`src/design/smf_pkg.sv`:
```
// Shared types and constants of the sliding median filter.
`default_nettype none

package smf_pkg;

    localparam int SAMPLE_W = 16;

    typedef logic [SAMPLE_W-1:0] sample_t;

endpackage

`default_nettype wire

```
`src/design/sliding_median_filter.sv`:
```
// Sliding median filter: ring of recent samples and registered median output.
//
// Usage: each transaction on the s_ channel carries one unsigned 16-bit sample.
// The sample overwrites the oldest slot of a WINDOW-entry ring, and one
// transaction on the m_ channel returns the middle value of the updated window
// (for an even window, the upper of the two middle values).
// The accepted sample is loaded into the ring; the median of the updated ring
// is then loaded into the output register, once it is empty or being taken,
// from a parallel rank comparator network over the ring, and offered on m_valid.
// Throughput: one sample per cycle, sustained, as long as the receiver keeps
// m_ready high; the ring stage and the output register form a two-entry pipe.
// Stall: with m_ready low the output holds; one more sample is still taken
// into the ring stage, then s_ready drops until the output is taken.
// Reset (aresetn low, synchronous): the ring clears to zero and the write slot
// to the first entry, so the first medians count the zero slots as samples.
`default_nettype none

module sliding_median_filter #(
    parameter int WINDOW = 5
) (
    input  wire              aclk,
    input  wire              aresetn,
    input  wire              s_valid,
    output logic             s_ready,
    input  smf_pkg::sample_t s_sample,
    output logic             m_valid,
    input  wire              m_ready,
    output smf_pkg::sample_t m_median
);
    import smf_pkg::*;

    localparam int SLOT_W = (WINDOW > 1) ? $clog2(WINDOW) : 1;
    localparam logic [SLOT_W-1:0] LAST_SLOT = SLOT_W'(WINDOW - 1);

    sample_t           ring_reg [WINDOW];
    logic [SLOT_W-1:0] slot_reg;
    logic [SLOT_W-1:0] slot_next;
    logic              pend_valid_reg;
    logic              out_valid_reg;
    sample_t           median_reg;
    sample_t           median_next;

    logic s_accept;
    logic out_load;

    // Load the output register when it is empty or being taken.
    assign out_load = !out_valid_reg || m_ready;
    assign s_ready  = !pend_valid_reg || out_load;
    assign s_accept = s_valid && s_ready;

    assign slot_next = (slot_reg == LAST_SLOT) ? '0 : (slot_reg + SLOT_W'(1));

    always_ff @(posedge aclk) begin
        if (!aresetn) begin
            for (int k = 0; k < WINDOW; k++) begin
                ring_reg[k] <= '0;
            end
            slot_reg <= '0;
        end else if (s_accept) begin
            for (int k = 0; k < WINDOW; k++) begin
                if (slot_reg == SLOT_W'(k)) begin
                    ring_reg[k] <= s_sample;
                end
            end
            slot_reg <= slot_next;
        end
    end

    smf_rank_select #(
        .WINDOW(WINDOW)
    ) u_select (
        .window_i(ring_reg),
        .median_o(median_next)
    );

    always_ff @(posedge aclk) begin
        if (!aresetn) begin
            pend_valid_reg <= 1'b0;
            out_valid_reg  <= 1'b0;
        end else begin
            if (s_accept) begin
                pend_valid_reg <= 1'b1;
            end else if (out_load) begin
                pend_valid_reg <= 1'b0;
            end
            if (out_load) begin
                out_valid_reg <= pend_valid_reg;
            end
        end
    end

    always_ff @(posedge aclk) begin
        if (out_load && pend_valid_reg) begin
            median_reg <= median_next;
        end
    end

    assign m_valid  = out_valid_reg;
    assign m_median = median_reg;

    property p_slot_in_range;
        @(posedge aclk) disable iff (!aresetn) slot_reg <= LAST_SLOT;
    endproperty
    a_slot_in_range: assert property (p_slot_in_range)
        else $error("write slot out of range");

    property p_stall_only_when_full;
        @(posedge aclk) disable iff (!aresetn)
            !s_ready |-> (pend_valid_reg && out_valid_reg && !m_ready);
    endproperty
    a_stall_only_when_full: assert property (p_stall_only_when_full)
        else $error("input stalled while the pipe has room");

    property p_accept_fills_ring_stage;
        @(posedge aclk) disable iff (!aresetn) s_accept |=> pend_valid_reg;
    endproperty
    a_accept_fills_ring_stage: assert property (p_accept_fills_ring_stage)
        else $error("accepted sample lost from ring stage");

    property p_slot_advances;
        @(posedge aclk) disable iff (!aresetn)
            s_accept |=> (slot_reg != $past(slot_reg)) || (WINDOW == 1);
    endproperty
    a_slot_advances: assert property (p_slot_advances)
        else $error("write slot did not advance");

    property p_output_from_pending;
        @(posedge aclk) disable iff (!aresetn)
            (out_load && !pend_valid_reg) |=> !out_valid_reg;
    endproperty
    a_output_from_pending: assert property (p_output_from_pending)
        else $error("output raised without a pending window");

endmodule

`default_nettype wire

```
`src/design/smf_rank_select.sv`:
```
// Rank-based selection of the middle element of the sample window.
`default_nettype none

module smf_rank_select #(
    parameter int WINDOW = 5
) (
    input  smf_pkg::sample_t window_i [WINDOW],
    output smf_pkg::sample_t median_o
);
    import smf_pkg::*;

    localparam int RANK_W = (WINDOW > 1) ? $clog2(WINDOW) : 1;
    localparam logic [RANK_W-1:0] MID_RANK = RANK_W'(WINDOW / 2);

    logic [RANK_W-1:0] rank [WINDOW];
    logic [WINDOW-1:0] pick;

    // Rank of entry i: entries that sort ahead of it; equal values break ties by slot.
    always_comb begin
        for (int i = 0; i < WINDOW; i++) begin
            rank[i] = '0;
            for (int j = 0; j < WINDOW; j++) begin
                if ((window_i[j] < window_i[i]) || ((window_i[j] == window_i[i]) && (j < i))) begin
                    rank[i] = rank[i] + RANK_W'(1);
                end
            end
            pick[i] = (rank[i] == MID_RANK);
        end
    end

    // Ranks are a permutation, so exactly one entry is picked.
    always_comb begin
        median_o = '0;
        for (int i = 0; i < WINDOW; i++) begin
            median_o = median_o | (window_i[i] & {SAMPLE_W{pick[i]}});
        end
    end

endmodule

`default_nettype wire
```
`config.mk`:
```
export PLATFORM = sky130hd
export DESIGN_NAME = sliding_median_filter
export DESIGN_NICKNAME = d
export VERILOG_FILES = /design/src/design/smf_pkg.sv /design/src/design/sliding_median_filter.sv /design/src/design/smf_rank_select.sv
export SDC_FILE = /design/constraint.sdc
export NUM_CORES = 1
export LEC_CHECK = 0
export BUFFER_PORTS_ARGS = -buffer_cell sky130_fd_sc_hd__buf_2
export CORE_ASPECT_RATIO = 1.2
export CORE_MARGIN = 1
export CORE_UTILIZATION = 30
export CTS_CLUSTER_DIAMETER = 50
export DETAILED_ROUTE_END_ITERATION = 10
export PLACE_DENSITY = 0.57
export SYNTH_ARGS = -nofsm -noshare
export SYNTH_HDL_FRONTEND = slang
export SYNTH_SLANG_ARGS = --single-unit
```
`constraint.sdc`:
```
create_clock -name aclk -period 10.25 [get_ports aclk]
set_input_delay 0.5125 -clock aclk [delete_from_list [all_inputs] [get_ports aclk]]
set_output_delay 0.5125 -clock aclk [all_outputs]
set_load 0.005 [all_outputs]
```
==> results.yml <==
run_status:
  status: "complete, no violations"
cts:
  cts_resized: 0
  cts_setup_buffers: 0
  cts_root_buffer: "clkbuf_16"
  cts_tree: "done"
  cts.htree.levels: 3
  cts_max_path_buffers: 2
  cts.reportedPaths.clkPinSlew_ns: 0.07
  clk-insertion-delay-late_ns: 0.36
  cts_inserted_buffers: 9
  ctsHoldBuffers: 0
  cts.sinks: 101
power_and_ir_drop:
  ir_drop_mv: 0.0844
  power_frac_comb_pct: 47.3
  p_clk_share_pct: 23.0
  power.leakage_nw: 3.84
  intPower_uw: 845
  powerDensity_nw_per_um2: 158
  power.switching_uw: 646
  seq_power_share_pct: 29.7
  power.share.switching_pct: 43.3
cells_and_area:
  fin_util_pct: 33.7
  multiInputGateArea_um2: 5970
  antenna_cells: 0
  fillers: 2952
  stdcell_count: 1452
  syn2layout_area_growth_pct: 9.60
  num-nets-final: 1269
  largest_reg_flops: 80
  drive_gt1_share_pct: 6.71
  seq_area_um2: 2180
route:
  firstDrtPassIters: 6
  drt_drc_violations_left: 0
  via_count: 7699
  drt-vias-per-instance: 5.30
  wl_per_cell_um: 18.7
  antenna_left: 0
  routed_wl_mm: 27.2
  drt-initial-drc-count: 493
place:
  hpwl_mm: 21.7
  io_buffers: 37
  dp_worst_setup_slack_ns: 5.15
  place.gp.congestion: 0.967
  dpl.cell_count: 1437
synthesis:
  synth-edff-count: 16
  synth_fp_nets: 1251
  synth_warnings: 0
  ys_seq_area_share_pct: 25.3
  syn_avg_cell_area_um2: 8.22
  synth_seq_cells: 101
  synthArstFlopShare_pct: 0
  yosysUniqueCellTypes: 72
  synthCells: 1051
  synthFlopType: "dfxtp_1"
  syn_area_um2: 8640
grt:
  grt_pass1_vias: 7607
  antenna_found_initial: 0
  grt_pass1_wl_mm: 43.0
  grt_max_degree: 47
  overflow: 0
  grt_use_total_pct: 19.2
floorplan:
  placementRows: 67
  core-area_um2: 28100
  initial_core_util_pct: 30.8
  fp.dieH_um: 188
  ios: 38
  die_x_um: 157
  die_area_um2: 29500
setup_path:
  arrival_ns: 5.35
  path_cells: "inv_1 > ha_1 > nor2b_1 > o21a_1 > o21a_1 > o21a_1 > o21a_1 > o21ai_1 > a21oi_1 > or4_1 > ha_1 > xnor2_1 > ha_1 > nand2b_1 > nor4b_1 > nand2_1 > a31oi_2 > a32oi_1 > o2111ai_1"
  cp_common_cell: "o21a_1"
  worst-path-max-fanout: 16
  critPathBufInv: 1
  slowest_stage: "a31oi_2"
  cp_top_family: "compound AO/OA/AOI/OAI gates"
  crit_path_start_kind: "flop"
  crit_path_end_kind: "flop"
  criticalPathCategory: "flop to flop"
  cp.required_ns: 10.44
  critPathMaxStageDelay_ns: 0.91
timing:
  maxSlewViolCount: 0
  rsz0062_at_grt: "no"
  fin_ws_ns: 5.08
  max_freq_mhz: 194
  slew_headroom_pct: 25.6
  clock_skew_ns: 0.00972
  finalHoldViolCount: 0
  fin_crit_sh_pct: 50.4
  period_needed_ns: 5.17
  worst_pin_slew_ns: 1.11
  final-setup-viol-count: 0
  tns_ns: 0
worst_hold_path:
  hp-class: "input pin to flop"
run:
  cap_violations: 0
==> placed cells by master, fill, tap and decap left out, drive strengths merged, types with 11 or more instances in the layout <==
cell / Yosys / layout
o2111ai: 17 / 17
a21o: 18 / 18
a32oi: 16 / 16
nand4: 29 / 29
ha: 180 / 180
nor2b: 12 / 12
nand2: 218 / 218
clkbuf: 25 / 11
edfxtp: 16 / 16
buf: 7 / 39
nor2: 23 / 23
a21boi: 81 / 81
dfxtp: 85 / 85
a21oi: 58 / 58
o21a: 19 / 19
inv: 96 / 97
nand3: 27 / 27
o21ai: 25 / 25
==> tightest hold or removal path: cells and delay by family <==
family	cells	cell delay [ns]
AO/OA/AOI/OAI	1	0.05
buffers and inverters	1	0.13
AND/OR/NAND/NOR	1	0.06
==> metrics by stage <==
stage | area, um2 | hold slack [ns] | power, mW
final | 9470 | 0.437 | 1.49
after global placement | 9190 | 0.482 | 1.14
after CTS | 9470 | 0.424 | 1.49
after floorplan | 8640 | 0.460 | 0.932
after global routing | 9470 | 0.448 | 1.57
after detailed placement | 9190 | 0.489 | 1.14
==> worst paths after layout <==
path                      from            to  slack (ns)  depth (start not counted)
hold / removal    s_sample[15]  ring_reg[79]        0.44                          3
hold reg to reg   ring_reg[62]  ring_reg[62]        0.50                          2
setup / recovery  ring_reg[65]  m_median[12]        5.08                         19
setup reg to reg  ring_reg[65]  m_median[12]        5.08                         19
==> area by class of cell <==
| cell class | instances | share of cell area (%) |
|---|---|---|
| clock buffer | 11 | 2.46 |
| inverter | 96 | 3.81 |
| sequential | 101 | 23.0 |
| timing repair buffer | 39 | 2.11 |
| multi-input combinational | 822 | 63.0 |
| clock inverter | 4 | 0.542 |
| tap | 379 | 5.01 |
==> Yosys cell counts (all sizes together) (5+ instances only) <==
master | count | area [um2]
buf | 7 | 50.1
or2 | 6 | 37.5
ha | 180 | 2250
xnor2 | 5 | 43.8
nor2b | 12 | 75.1
clkbuf | 25 | 93.8
a32oi | 16 | 140
nand3 | 27 | 135
o21a | 19 | 143
nand2b | 5 | 31.3
a21oi | 58 | 290
and2 | 5 | 31.3
nand2 | 218 | 818
a21boi | 81 | 608
o21ai | 25 | 125
nand4 | 29 | 181
nor3 | 9 | 50.1
edfxtp | 16 | 480
inv | 96 | 360
o2111ai | 17 | 149
dfxtp | 85 | 1700
nor2 | 23 | 86.3
a21o | 18 | 135
nor4 | 9 | 62.6
==> routing by layer <==
metal | track usage [%] | vias up | share of wire, %
met5 | 0 | - | 0
met1 | 24.8 | 3656 | 45
met3 | 1.50 | 31 | 3.9
met4 | 6.52 | 0 | 1.7
met2 | 33.4 | 196 | 49
li1 | - | 3816 | -
==> power by group through the flow <==
stage	logic [mW]	registers [mW]	clock network (mW)
finish	0.706	0.442	0.344
global route	0.763	0.444	0.367
CTS	0.696	0.442	0.350
detailed placement	0.693	0.451	0
global placement	0.687	0.451	0
floorplan	0.489	0.442	0
==> cell families (layout without fill, tap and decap cells) <==
group	Yosys count	count (layout)	synth area share, %
AND/OR/NAND/NOR	364	364	19.5
AO/OA/AOI/OAI	269	269	22.1
adder cells (fa/ha/maj)	180	180	26.1
buffers and inverters	128	150	5.84
flip-flops	101	101	25.3
XOR/XNOR	5	5	0.507
multiplexers	4	4	0.652
No activity file was read; power rests on OpenSTA's default activity.
